--- src/rtl/rtu_pkg.sv ---
`timescale 1ns / 1ps
// Types and constants shared by the RTU frame receiver modules.
package rtu_pkg;

   // Input word operation codes.
   localparam logic [1:0] OP_BYTE     = 2'd0;
   localparam logic [1:0] OP_TIMEOUT  = 2'd1;
   localparam logic [1:0] OP_RX_ERROR = 2'd2;

   // Result status codes.
   localparam logic [1:0] STATUS_GOOD   = 2'd1;
   localparam logic [1:0] STATUS_REJECT = 2'd2;

   // Control register indexes.
   localparam logic [1:0] REG_OWN_ADDRESS     = 2'd0;
   localparam logic [1:0] REG_CHECK_MODE      = 2'd1;
   localparam logic [1:0] REG_FUNCTION_FILTER = 2'd2;
   localparam logic [1:0] REG_MAX_DATA_LENGTH = 2'd3;

   // Control register reset values.
   localparam logic [7:0] RST_OWN_ADDRESS     = 8'd1;
   localparam logic       RST_CHECK_MODE      = 1'b0;
   localparam logic [7:0] RST_FUNCTION_FILTER = 8'd0;
   localparam logic [5:0] RST_MAX_DATA_LENGTH = 6'd10;

   // Check mode encoding.
   localparam logic CHECK_CRC = 1'b0;
   localparam logic CHECK_SUM = 1'b1;

   // Frame layout: address, function and length in front, two check bytes behind.
   localparam int HEADER_LEN  = 3;
   localparam int TRAILER_LEN = 2;

   // Check arithmetic.
   localparam logic [15:0] CRC_INIT = 16'hFFFF;
   localparam logic [15:0] CRC_POLY = 16'hA001;
   localparam logic [15:0] SUM_INIT = 16'h0000;
   localparam int CRC_ITERS         = 4;
   localparam int CRC_BITS_PER_ITER = 2;

   typedef struct packed {
      logic [1:0] op;
      logic [7:0] rx_byte;
   } req_type;

   typedef struct packed {
      logic [1:0] status;
      logic [7:0] frame_byte;
      logic       last;
   } rsp_type;

   // Request from the sequencer to the check unit.
   typedef struct packed {
      logic       start;
      logic       init;
      logic       sum_mode;
      logic [7:0] data;
   } chk_cmd_type;

   // Status from the check unit back to the sequencer.
   typedef struct packed {
      logic        busy;
      logic [15:0] value;
   } chk_sts_type;

endpackage

--- src/rtl/rtu_frame_receiver.sv ---
`timescale 1ns / 1ps
// Top level of the RTU frame receiver: byte sequencer, frame store and readout.
//
// Usage: each input word on req_* is a received byte, a timeout or a receive error.
// Bytes are dropped until one equals the own address; then function, length, data
// and a two-byte check (low byte first) are collected in the frame store. In CRC
// mode the check is the Modbus CRC-16; in sum mode it is a 16-bit byte sum and the
// function code and length are filtered. A good frame comes out on rsp_* as one
// word per header and data byte, last set on the final one; a wrong check gives a
// single reject word. The user must write registers on csr_* only while the block
// is idle; the block itself does not enforce it. Input: in CRC mode a byte that
// enters the check stalls further input while the shared CRC unit shifts it, two
// bits per cycle; in sum mode no such stall arises. A good frame is read from the
// store one result word at a time through S_RD_ADDR, the registered read port and
// S_RD_DATA into the output register; the block takes no input during readout or
// while a reject word waits in S_REJECT, which then feeds the output register.
// When rsp_stall is high the output register holds its word and the sequencer
// waits; the next input word can still be taken while the last result waits.
// Reset clears the parser to wait for an address and loads register defaults;
// the frame store needs no clearing.
module rtu_frame_receiver import rtu_pkg::*; #(
   parameter int MAX_FRAME = 16
) (
   input  logic       clock,
   input  logic       reset,
   input  logic       req_valid,
   output logic       req_stall,
   input  req_type    req_data,
   output logic       rsp_valid,
   input  logic       rsp_stall,
   output rsp_type    rsp_data,
   input  logic       csr_write,
   input  logic [1:0] csr_index,
   input  logic [7:0] csr_wdata
);

   localparam int IDX_W      = $clog2(MAX_FRAME + 1);
   localparam int ADDR_W     = $clog2(MAX_FRAME);
   localparam int DATA_LIMIT = MAX_FRAME - HEADER_LEN - TRAILER_LEN;
   localparam logic [7:0]       DATA_LIMIT_B = 8'(DATA_LIMIT);
   localparam logic [IDX_W-1:0] IDX_FULL     = IDX_W'(MAX_FRAME);
   localparam logic [IDX_W-1:0] IDX_DATA     = IDX_W'(HEADER_LEN);

   // Sequencer states.
   localparam logic [1:0] S_IDLE    = 2'd0;
   localparam logic [1:0] S_RD_ADDR = 2'd1;
   localparam logic [1:0] S_RD_DATA = 2'd2;
   localparam logic [1:0] S_REJECT  = 2'd3;

   // Parser phases.
   localparam logic [1:0] PH_ADDR = 2'd0;
   localparam logic [1:0] PH_FUNC = 2'd1;
   localparam logic [1:0] PH_LEN  = 2'd2;
   localparam logic [1:0] PH_DATA = 2'd3;

   logic [7:0]       own_address_ff, own_address_in;
   logic             check_mode_ff, check_mode_in;
   logic [7:0]       function_filter_ff, function_filter_in;
   logic [5:0]       max_data_length_ff, max_data_length_in;

   logic [1:0]       state_ff, state_in;
   logic [1:0]       phase_ff, phase_in;
   logic [IDX_W-1:0] widx_ff, widx_in;
   logic [7:0]       data_length_ff, data_length_in;
   logic [7:0]       prev_byte_ff, prev_byte_in;
   logic [ADDR_W-1:0] rd_idx_ff, rd_idx_in;
   logic             rsp_valid_ff, rsp_valid_in;
   rsp_type          rsp_ff, rsp_in;

   logic              ram_wr_en;
   logic [ADDR_W-1:0] ram_wr_addr;
   logic              ram_rd_en;
   logic [7:0]        ram_rd_data;

   chk_cmd_type chk_cmd;
   chk_sts_type chk_sts;

   logic             req_accept;
   logic             rsp_free;
   logic             sum_mode;
   logic [7:0]       data_limit;
   logic [8:0]       hdr_count;
   logic [8:0]       frame_total;
   logic [IDX_W-1:0] widx_next;
   logic [15:0]      rx_check;
   logic             rd_last;

   rtu_ram #(
      .WIDTH (8),
      .DEPTH (MAX_FRAME)
   ) u_store (
      .clock   (clock),
      .wr_en   (ram_wr_en),
      .wr_addr (ram_wr_addr),
      .wr_data (req_data.rx_byte),
      .rd_en   (ram_rd_en),
      .rd_addr (rd_idx_ff),
      .rd_data (ram_rd_data)
   );

   rtu_check_unit u_check (
      .clock (clock),
      .reset (reset),
      .cmd   (chk_cmd),
      .sts   (chk_sts)
   );

   // Handshake and frame arithmetic.
   assign req_stall   = (state_ff != S_IDLE) || chk_sts.busy;
   assign req_accept  = req_valid && !req_stall;
   assign rsp_free    = !rsp_valid_ff || !rsp_stall;
   assign sum_mode    = (check_mode_ff == CHECK_SUM);
   assign data_limit  = ({2'b00, max_data_length_ff} > DATA_LIMIT_B) ?
                        DATA_LIMIT_B : {2'b00, max_data_length_ff};
   assign hdr_count   = {1'b0, data_length_ff} + 9'(HEADER_LEN);
   assign frame_total = hdr_count + 9'(TRAILER_LEN);
   assign widx_next   = IDX_W'(widx_ff + 1'b1);
   assign rx_check    = {req_data.rx_byte, prev_byte_ff};
   assign rd_last     = (9'(rd_idx_ff) + 9'd1) == hdr_count;

   // Control register writes.
   always_comb begin
      own_address_in     = own_address_ff;
      check_mode_in      = check_mode_ff;
      function_filter_in = function_filter_ff;
      max_data_length_in = max_data_length_ff;
      if (csr_write) begin
         unique case (csr_index)
            REG_OWN_ADDRESS:     own_address_in     = csr_wdata;
            REG_CHECK_MODE:      check_mode_in      = csr_wdata[0];
            REG_FUNCTION_FILTER: function_filter_in = csr_wdata;
            REG_MAX_DATA_LENGTH: max_data_length_in = csr_wdata[5:0];
            default: ;
         endcase
      end
   end

   // Parser and readout sequencer.
   always_comb begin
      state_in       = state_ff;
      phase_in       = phase_ff;
      widx_in        = widx_ff;
      data_length_in = data_length_ff;
      prev_byte_in   = prev_byte_ff;
      rd_idx_in      = rd_idx_ff;
      rsp_valid_in   = rsp_valid_ff && rsp_stall;
      rsp_in         = rsp_ff;
      ram_wr_en      = 1'b0;
      ram_wr_addr    = '0;
      ram_rd_en      = 1'b0;
      chk_cmd.start    = 1'b0;
      chk_cmd.init     = 1'b0;
      chk_cmd.sum_mode = sum_mode;
      chk_cmd.data     = req_data.rx_byte;

      unique case (state_ff)
         S_IDLE: begin
            if (req_accept) begin
               unique case (req_data.op)
                  OP_TIMEOUT: begin
                     phase_in = PH_ADDR;
                  end
                  OP_RX_ERROR: begin
                     phase_in = PH_ADDR;
                     widx_in  = '0;
                  end
                  OP_BYTE: begin
                     unique case (phase_ff)
                        PH_ADDR: begin
                           if (req_data.rx_byte == own_address_ff) begin
                              ram_wr_en     = 1'b1;
                              ram_wr_addr   = ADDR_W'(0);
                              chk_cmd.start = 1'b1;
                              chk_cmd.init  = 1'b1;
                              phase_in      = PH_FUNC;
                           end
                        end
                        PH_FUNC: begin
                           if (sum_mode && req_data.rx_byte != function_filter_ff) begin
                              phase_in = PH_ADDR;
                           end else begin
                              ram_wr_en     = 1'b1;
                              ram_wr_addr   = ADDR_W'(1);
                              chk_cmd.start = 1'b1;
                              phase_in      = PH_LEN;
                           end
                        end
                        PH_LEN: begin
                           data_length_in = req_data.rx_byte;
                           if (sum_mode && (req_data.rx_byte == 8'd0 ||
                                            req_data.rx_byte > data_limit)) begin
                              phase_in = PH_ADDR;
                              widx_in  = '0;
                           end else begin
                              ram_wr_en     = 1'b1;
                              ram_wr_addr   = ADDR_W'(2);
                              chk_cmd.start = 1'b1;
                              widx_in       = IDX_DATA;
                              phase_in      = PH_DATA;
                           end
                        end
                        PH_DATA: begin
                           if (widx_ff >= IDX_FULL) begin
                              // Frame too long for the store: drop it.
                              widx_in  = IDX_DATA;
                              phase_in = PH_ADDR;
                           end else begin
                              ram_wr_en    = 1'b1;
                              ram_wr_addr  = widx_ff[ADDR_W-1:0];
                              widx_in      = widx_next;
                              prev_byte_in = req_data.rx_byte;
                              if (9'(widx_ff) < hdr_count) begin
                                 chk_cmd.start = 1'b1;
                              end
                              // The final check byte closes the frame.
                              if (9'(widx_next) >= frame_total) begin
                                 phase_in = PH_ADDR;
                                 if (rx_check != chk_sts.value) begin
                                    state_in = S_REJECT;
                                 end else begin
                                    rd_idx_in = '0;
                                    state_in  = S_RD_ADDR;
                                 end
                              end
                           end
                        end
                        default: ;
                     endcase
                  end
                  default: ;
               endcase
            end
         end
         S_RD_ADDR: begin
            ram_rd_en = 1'b1;
            state_in  = S_RD_DATA;
         end
         S_RD_DATA: begin
            if (rsp_free) begin
               rsp_valid_in      = 1'b1;
               rsp_in.status     = STATUS_GOOD;
               rsp_in.frame_byte = ram_rd_data;
               rsp_in.last       = rd_last;
               if (rd_last) begin
                  state_in = S_IDLE;
               end else begin
                  rd_idx_in = ADDR_W'(rd_idx_ff + 1'b1);
                  state_in  = S_RD_ADDR;
               end
            end
         end
         S_REJECT: begin
            if (rsp_free) begin
               rsp_valid_in      = 1'b1;
               rsp_in.status     = STATUS_REJECT;
               rsp_in.frame_byte = 8'd0;
               rsp_in.last       = 1'b1;
               state_in          = S_IDLE;
            end
         end
         default: ;
      endcase
   end

   always_ff @(posedge clock) begin
      if (reset) begin
         own_address_ff     <= RST_OWN_ADDRESS;
         check_mode_ff      <= RST_CHECK_MODE;
         function_filter_ff <= RST_FUNCTION_FILTER;
         max_data_length_ff <= RST_MAX_DATA_LENGTH;
         state_ff           <= S_IDLE;
         phase_ff           <= PH_ADDR;
         widx_ff            <= '0;
         rd_idx_ff          <= '0;
         rsp_valid_ff       <= 1'b0;
      end else begin
         own_address_ff     <= own_address_in;
         check_mode_ff      <= check_mode_in;
         function_filter_ff <= function_filter_in;
         max_data_length_ff <= max_data_length_in;
         state_ff           <= state_in;
         phase_ff           <= phase_in;
         widx_ff            <= widx_in;
         rd_idx_ff          <= rd_idx_in;
         rsp_valid_ff       <= rsp_valid_in;
      end
      data_length_ff <= data_length_in;
      prev_byte_ff   <= prev_byte_in;
      rsp_ff         <= rsp_in;
   end

   assign rsp_valid = rsp_valid_ff;
   assign rsp_data  = rsp_ff;

   // While collecting data the write index stays between the first data slot and one past the end of the store.
   a_widx_range: assert property (@(posedge clock) disable iff (reset)
      phase_ff == PH_DATA |-> (widx_ff >= IDX_DATA) && (widx_ff <= IDX_FULL))
      else $error("write index out of range in data phase");

   // Readout never runs past the header and data bytes of the frame.
   a_readout_range: assert property (@(posedge clock) disable iff (reset)
      state_ff == S_RD_DATA |-> 9'(rd_idx_ff) < hdr_count)
      else $error("readout index past end of frame");

   // A reject word is always the only, and so the last, word of its input.
   a_reject_word: assert property (@(posedge clock) disable iff (reset)
      rsp_valid && rsp_data.status == STATUS_REJECT |->
         rsp_data.last && rsp_data.frame_byte == 8'd0)
      else $error("malformed reject word");

endmodule

--- src/rtl/rtu_ram.sv ---
`timescale 1ns / 1ps
// Generic single-write, single-read RAM with registered read data.
module rtu_ram #(
   parameter int WIDTH = 8,
   parameter int DEPTH = 16
) (
   input  logic                     clock,
   input  logic                     wr_en,
   input  logic [$clog2(DEPTH)-1:0] wr_addr,
   input  logic [WIDTH-1:0]         wr_data,
   input  logic                     rd_en,
   input  logic [$clog2(DEPTH)-1:0] rd_addr,
   output logic [WIDTH-1:0]         rd_data
);

   logic [WIDTH-1:0] mem [DEPTH];
   logic [WIDTH-1:0] rd_data_ff;

   // Write port and registered read port; read data holds while no read is issued.
   always_ff @(posedge clock) begin
      if (wr_en) begin
         mem[wr_addr] <= wr_data;
      end
      if (rd_en) begin
         rd_data_ff <= mem[rd_addr];
      end
   end

   assign rd_data = rd_data_ff;

endmodule

--- src/rtl/rtu_check_unit.sv ---
`timescale 1ns / 1ps
// Shared frame check unit: CRC-16 two bits per cycle, or a byte sum that needs no shift iterations.
module rtu_check_unit import rtu_pkg::*; (
   input  logic        clock,
   input  logic        reset,
   input  chk_cmd_type cmd,
   output chk_sts_type sts
);

   localparam int CNT_W = $clog2(CRC_ITERS);

   logic [15:0]      value_ff, value_in;
   logic             busy_ff, busy_in;
   logic [CNT_W-1:0] count_ff, count_in;
   logic [15:0]      seed;

   // Two bit steps of the reflected CRC shift register.
   function automatic logic [15:0] crc_shift(input logic [15:0] c);
      logic [15:0] r;
      r = c;
      for (int i = 0; i < CRC_BITS_PER_ITER; i++) begin
         r = r[0] ? ((r >> 1) ^ CRC_POLY) : (r >> 1);
      end
      return r;
   endfunction

   // A start folds the byte in; CRC mode then runs the shift iterations.
   always_comb begin
      value_in = value_ff;
      busy_in  = busy_ff;
      count_in = count_ff;
      seed     = cmd.init ? (cmd.sum_mode ? SUM_INIT : CRC_INIT) : value_ff;
      if (cmd.start) begin
         if (cmd.sum_mode) begin
            value_in = seed + {8'd0, cmd.data};
         end else begin
            value_in = seed ^ {8'd0, cmd.data};
            busy_in  = 1'b1;
            count_in = '0;
         end
      end else if (busy_ff) begin
         value_in = crc_shift(value_ff);
         count_in = CNT_W'(count_ff + 1'b1);
         if (count_ff == CNT_W'(CRC_ITERS - 1)) begin
            busy_in = 1'b0;
         end
      end
   end

   always_ff @(posedge clock) begin
      if (reset) begin
         busy_ff  <= 1'b0;
         count_ff <= '0;
      end else begin
         busy_ff  <= busy_in;
         count_ff <= count_in;
      end
      value_ff <= value_in;
   end

   assign sts.busy  = busy_ff;
   assign sts.value = value_ff;

   // The sequencer never starts a byte while the shift iterations still run.
   a_no_start_when_busy: assert property (@(posedge clock) disable iff (reset)
      cmd.start |-> !busy_ff)
      else $error("check unit started while busy");

   // Busy clears after the last CRC iteration when no start comes with it.
   a_busy_ends: assert property (@(posedge clock) disable iff (reset)
      busy_ff && count_ff == CNT_W'(CRC_ITERS - 1) && !cmd.start |=> !busy_ff)
      else $error("check unit stayed busy past its last iteration");

endmodule

--- config.mk ---
export PLATFORM = sky130hd
export DESIGN_NAME = rtu_frame_receiver
export DESIGN_NICKNAME = d
export VERILOG_FILES = /design/src/rtl/rtu_pkg.sv /design/src/rtl/rtu_frame_receiver.sv /design/src/rtl/rtu_ram.sv /design/src/rtl/rtu_check_unit.sv
export SDC_FILE = /design/constraint.sdc
export NUM_CORES = 1
export LEC_CHECK = 0
export ABC_AREA = 0
export BUFFER_PORTS_ARGS = -buffer_cell sky130_fd_sc_hd__buf_2
export CAP_MARGIN = 10
export CORE_MARGIN = 5
export CORE_UTILIZATION = 45
export CTS_BUF_LIST = sky130_fd_sc_hd__clkbuf_8 sky130_fd_sc_hd__clkbuf_16
export CTS_CLUSTER_DIAMETER = 50
export CTS_CLUSTER_SIZE = 40
export DETAILED_ROUTE_END_ITERATION = 12
export PLACE_DENSITY = 0.61
export SLEW_MARGIN = 30
export SYNTH_ARGS = -nofsm -noshare
export SYNTH_HDL_FRONTEND = slang
export SYNTH_SLANG_ARGS = --single-unit
--- constraint.sdc ---
create_clock -name clock -period 14 [get_ports clock]
set_input_delay 2.8 -clock clock [delete_from_list [all_inputs] [get_ports clock]]
set_output_delay 2.8 -clock clock [all_outputs]
set_load 0.03 [all_outputs]
==> results.json, run 1 <==
{
  "drv_slew": 0,
  "met3_usage_pct": 1.98,
  "hold_viol": 0,
  "p_per_area_mw_per_mm2": 120,
  "clkSinkCount": 219,
  "cts_setup_buffers": 0,
  "async_reset_ff_share_pct": 0,
  "ant_nets": 0,
  "cts_tree": "done",
  "hold_buffers": 0,
  "final_cell_mix": "179 x edfxtp_1, 58 x nor2_1, 49 x xnor2_1, 43 x nand2_1, 40 x mux4_2",
  "max_slew_margin_pct": 35.3,
  "cts_buffers": 25,
  "finalWirelength_um": 22500,
  "power.switching_mw": 0.315,
  "grt.total_usage_pct": 17.3,
  "path_clk_slew_ns": 0.06,
  "crit_fanout": 19,
  "criticalPathCategory": "in -> reg",
  "initial_core_util_pct": 45.8,
  "max_freq_mhz": 148,
  "hold-worst-slack_ns": 0.483,
  "clockBufferDepth": 3,
  "die_height_um": 162,
  "ys_ff_latch": 219,
  "power_mw": 1.40,
  "outcome": "completed",
  "route.detailed.drc": 0,
  "cp.arrival_ns": 7.02,
  "synth_area_leaders": "edfxtp_1 52%, mux4_2 8.7%, dfxtp_1 7.7%",
  "yosys_warnings": 0,
  "syn_inst": 768,
  "dpl.hpwl_um": 14900,
  "leakagePower_nw": 4.02,
  "busiest_layer": "met2",
  "critical_path_required_ns": 14.27,
  "layout_min_cycle_time_ns": 6.75,
  "ys.flop_type": "edfxtp_1",
  "syn2layout_area_growth_pct": 12.5,
  "p_sw_share_pct": 22.5,
  "p_int_mw": 1.09,
  "first_pass_iters": 5,
  "synthDistinctLibCells": 69,
  "nets": 858,
  "htreeDepth": 1,
  "grt_overflow": 0,
  "rows": 55,
  "design.portCount": 38,
  "met1_usage_pct": 23.6,
  "final_util_pct": 51.5,
  "drv_cap": 0,
  "synth_top_area_share_pct": 51.6,
  "min_path_type": "reg -> reg",
  "grt_pass1_vias": 6466,
  "drt_iter0_markers": 368,
  "place_ws_ns": 6.65,
  "grt_pass1_wl_um": 36100,
  "syn_avg_cell_area_um2": 13.6,
  "n_antenna_cell": 0,
  "finalSetupViolCount": 0,
  "skew_ns": 0.0166,
  "synth_edf_count": 179,
  "start_kind": "input port",
  "cts_resized": 0,
  "tightest_slew_ns": 0.967,
  "met2_usage_pct": 30.2,
  "cp-end-kind": "register",
  "grt_max_degree": 40,
  "die_w_um": 162,
  "num_vias": 6379,
  "rsz0062_at_grt": "no",
  "dieArea_mm2": 0.0263,
  "viasPerCell": 5.77,
  "antenna_found_initial": 0,
  "max-vdd-ir-drop_mv": 0.0845,
  "yosysTopAreaCell": "edfxtp_1",
  "pwr-share-comb_pct": 3.4,
  "syn_area_mm2": 0.0104,
  "root_buffer": "clkbuf_16",
  "port-buffer-count": 37,
  "clkPwrFrac_pct": 46.2,
  "worstSkewPairLatency_ns": 0.52,
  "place.gp.congestion": 0.855,
  "layout_commonest_cell": "edfxtp_1",
  "fp.coreArea_mm2": 0.0227,
  "seqPwrFrac_pct": 50.4,
  "post-route-period-util_pct": 48.2,
  "tns_ns": 0,
  "fin_ws_ns": 7.25,
  "synth-seq-area-share_pct": 59.3,
  "drive_above_1_share_pct": 18.0,
  "wl_per_cell_um": 20.4
}
[synth_stat cells, types with 7 or more instances]
cell,count
a21o_1,14
a21oi_1,29
and2_1,11
clkbuf_1,30
dfxtp_1,40
edfxtp_1,179
ha_1,30
inv_1,16
mux2i_1,26
mux4_2,40
nand2_1,43
nand2b_1,10
nand3_1,19
nand3b_1,7
nand4_1,10
nor2_1,58
nor3_1,12
o21ai_0,35
or3_1,8
xnor2_1,49
xor2_1,10
[layout make-up]
class | count | area, µm²
well taps | 285 | 357
fillers | 1933 | 11000
clock buffers | 26 | 639
flip-flops and latches | 219 | 6180
multi-input cells | 496 | 4030
repair buffers | 44 | 238
inverters | 16 | 60.1
clock inverters | 20 | 204
[cells by family after synthesis]
family                   count (synthesis)  share of synthesized area (%)
flip-flops                             219                           59.3
AND/OR/NAND/NOR                        208                           10.3
AO/OA/AOI/OAI                          125                           7.87
multiplexers                            71                           11.7
XOR/XNOR                                59                           4.96
buffers and inverters                   54                           2.06
adder cells (fa/ha/maj)                 31                           3.80
other                                    1                         0.0360
[sequential cells by signal, summed over array words and instances (netlist names), 4 cells and up]
signal / count
u_store.mem: 128
u_check.value_ff: 16
rsp_data: 11
data_length_ff: 8
function_filter_ff: 8
own_address_ff: 8
prev_byte_ff: 8
u_store.rd_data: 8
max_data_length_ff: 6
widx_ff: 5
rd_idx_ff: 4
[power groups by stage]
stage / combinational (mW) / sequential, mW / clock (mW)
floorplan: 0.0266 / 0.720 / 0
global placement: 0.0451 / 0.720 / 0
finish: 0.0472 / 0.706 / 0.648
global route: 0.0527 / 0.706 / 0.690
detailed placement: 0.0471 / 0.720 / 0
CTS: 0.0473 / 0.706 / 0.662
[layer usage]
layer / up-vias / routed length (µm)
met3: 22 / 796
met1: 3232 / 10200
met2: 124 / 11200
met4: 0 / 313
li1: 3001 / -
met5: - / 0
[path summary, 6_finish.rpt]
| kind | start | endpoint | slack (ns) | cells after the start |
|---|---|---|---|---|
| setup reg to reg | state_ff[1] | u_check.value_ff[8] | 9.10 | 13 |
| hold / removal | max_data_length_ff[1] | max_data_length_ff[1] | 0.48 | 2 |
| hold reg to reg | max_data_length_ff[1] | max_data_length_ff[1] | 0.48 | 2 |
| setup / recovery | req_valid | u_check.value_ff[8] | 7.25 | 14 |
[critical path, cell delays in order]
cell and delay [ns]:
buf_2 0.07, or4b_1 0.57, or3_4 0.42, or4_4 0.64, nor2_1 0.44, a21o_1 0.14
ha_1 0.24, a21oi_1 0.19, o21ai_0 0.14, a2111oi_1 0.66, or2_2 0.26, xnor2_1 0.15
a221oi_2 0.09, a21o_1 0.18
[stage by stage]
| stage | area (µm²) | cells |
|---|---|---|
| 2_1_floorplan | 10400 | 769 |
| 3_3_place_gp | 10900 | 1060 |
| 3_5_place_dp | 10900 | 1060 |
| 4_1_cts | 11700 | 1106 |
| 5_1_grt | 11700 | 1106 |
| 6_report | 11700 | 1106 |
Note: power is estimated with default switching activity, not from simulation.
==> run 2, diff against run 1 <==
PLACE_DENSITY = 0.63   (was 0.61)
clock period = 5.4 ns   (was 14 ns; I/O delays follow)
==> results.json, run 2 (same netlist as run 1, synthesis figures left out) <==
{
  "clkSinkCount": 219,
  "final_util_pct": 51.5,
  "multiInputGateArea_mm2": 0.00403,
  "seqCellArea_mm2": 0.00618,
  "rrSetupSlack_ns": 0.62,
  "slowest_delay_ns": 0.65,
  "layout_min_cycle_time_ns": 4.91,
  "hold_viol": 0,
  "criticalPathCategory": "in -> reg",
  "design.portCount": 38,
  "leakagePower_nw": 4.04,
  "dp.cells": 1072,
  "cts_resized": 0,
  "wl_per_cell_um": 20.9,
  "htreeDepth": 1,
  "n_antenna_cell": 0,
  "die_height_um": 162,
  "rows": 55,
  "initial_core_util_pct": 45.8,
  "cts_tree": "done",
  "nets": 867,
  "drv_slew": 0,
  "finalWirelength_um": 23300,
  "tightest_slew_ns": 0.988,
  "path_clk_slew_ns": 0.06,
  "grt_max_degree": 40,
  "first_pass_iters": 5,
  "viasPerCell": 5.79,
  "root_buffer": "clkbuf_16",
  "crit_top_cell": "a21o_1",
  "dieArea_mm2": 0.0263,
  "cts_buffers": 22,
  "largest_reg_flops": 128,
  "max-vdd-ir-drop_mv": 0.235,
  "grt_pass1_vias": 6530,
  "grt_overflow": 0,
  "critical_path_required_ns": 5.66,
  "port-buffer-count": 37,
  "r2r_start": "state_ff[1]",
  "clockBufferDepth": 3,
  "syn2layout_area_growth_pct": 12.4,
  "crit_fanout": 19,
  "die_w_um": 162,
  "hp-start": "max_data_length_ff[1]",
  "fillers": 1928,
  "min_path_type": "reg -> reg",
  "post-route-period-util_pct": 90.9,
  "skew_ns": 0.0336,
  "cp-end-kind": "register",
  "drv_cap": 0,
  "hold_buffers": 0,
  "ant_nets": 0,
  "crit_buf_inv": 2,
  "drt_iter0_markers": 509,
  "dpl.hpwl_um": 15700,
  "crit_path_top_delay_cell": "or4_4",
  "num_vias": 6434,
  "max_freq_mhz": 204,
  "place.gp.congestion": 0.953,
  "max_slew_margin_pct": 33.9,
  "antenna_found_initial": 0,
  "fin_cells": 1111,
  "worstSkewPairLatency_ns": 0.53,
  "regMostFlops": "u_store.mem",
  "outcome": "completed",
  "start_kind": "input port",
  "crit_path_start": "req_valid",
  "grt_pass1_wl_um": 37100,
  "cts_setup_buffers": 0,
  "cp.arrival_ns": 5.16,
  "cp_top_family": "simple AND/OR/NAND/NOR gates",
  "crit_chain": "buf_2 > or4b_1 > or3_4 > or4_4 > nor2_1 > a21o_1 > ha_1 > fa_1 > a21oi_1 > o21ai_0 > a2111oi_0 > buf_4 > or2_2 > xnor2_1 > a221oi_2 > a21o_1",
  "grt.total_usage_pct": 18.0,
  "layout_commonest_cell": "edfxtp_1",
  "route.detailed.drc": 0,
  "final_cell_mix": "179 x edfxtp_1, 56 x nor2_1, 49 x xnor2_1, 43 x nand2_1, 40 x mux4_2",
  "fp.coreArea_mm2": 0.0227,
  "tns_ns": 0,
  "p_per_area_mw_per_mm2": 300,
  "rsz0062_at_grt": "no",
  "finalSetupViolCount": 0,
  "drive_above_1_share_pct": 18.8
}
[run 2: worst register-to-register path: stages (launching register included)]
cell	delay, ns
dfxtp_1	0.30
buf_4	0.16
or4b_1	0.51
or3_4	0.39
or4_4	0.65
nor2_1	0.52
a21o_1	0.14
ha_1	0.17
fa_1	0.19
a21oi_1	0.09
o21ai_0	0.26
a2111oi_0	0.16
buf_4	0.17
or2_2	0.32
xnor2_1	0.20
a221oi_2	0.09
a21o_1	0.18
[run 2: final cells by class]
class / instances / share of cell area (%)
Clock buffer: 22 / 4.70
Sequential cell: 219 / 52.8
Multi-Input combinational cell: 496 / 34.4
Clock inverter: 17 / 1.74
Inverter: 16 / 0.513
Tap cell: 285 / 3.05
Timing Repair Buffer: 56 / 2.80
[run 2: worst paths after layout]
kind,end,depth (start not counted)
hold reg to reg,max_data_length_ff[1],2
hold / removal,max_data_length_ff[1],2
setup / recovery,u_check.value_ff[8],16
setup reg to reg,u_check.value_ff[8],16
[run 2: report_power, final]
part           leakage (nW)  switching, mW  internal (mW)
clock                 0.361          0.716          0.842
sequential             1.93        0.00547           1.82
combinational          1.76         0.0824         0.0482
[run 2: routing by layer]
metal	track usage (%)	vias up	part of all wire, %
li1	-	3028	-
met1	24.0	3204	43
met2	30.9	168	49
met3	2.84	34	5.3
met4	5.07	0	2.4
met5	0	-	0
[run 2: metrics by stage]
stage	instance area, µm²	hold WS, ns	power [mW]	worst slack, ns
2_1_floorplan	10400	0.440	1.93	0.179
3_3_place_gp	10900	0.467	1.99	0.217
3_5_place_dp	10900	0.484	2.00	0.0605
4_1_cts	11700	0.500	3.55	0.573
5_1_grt	11700	0.526	3.64	0.251
6_report	11700	0.493	3.52	0.492
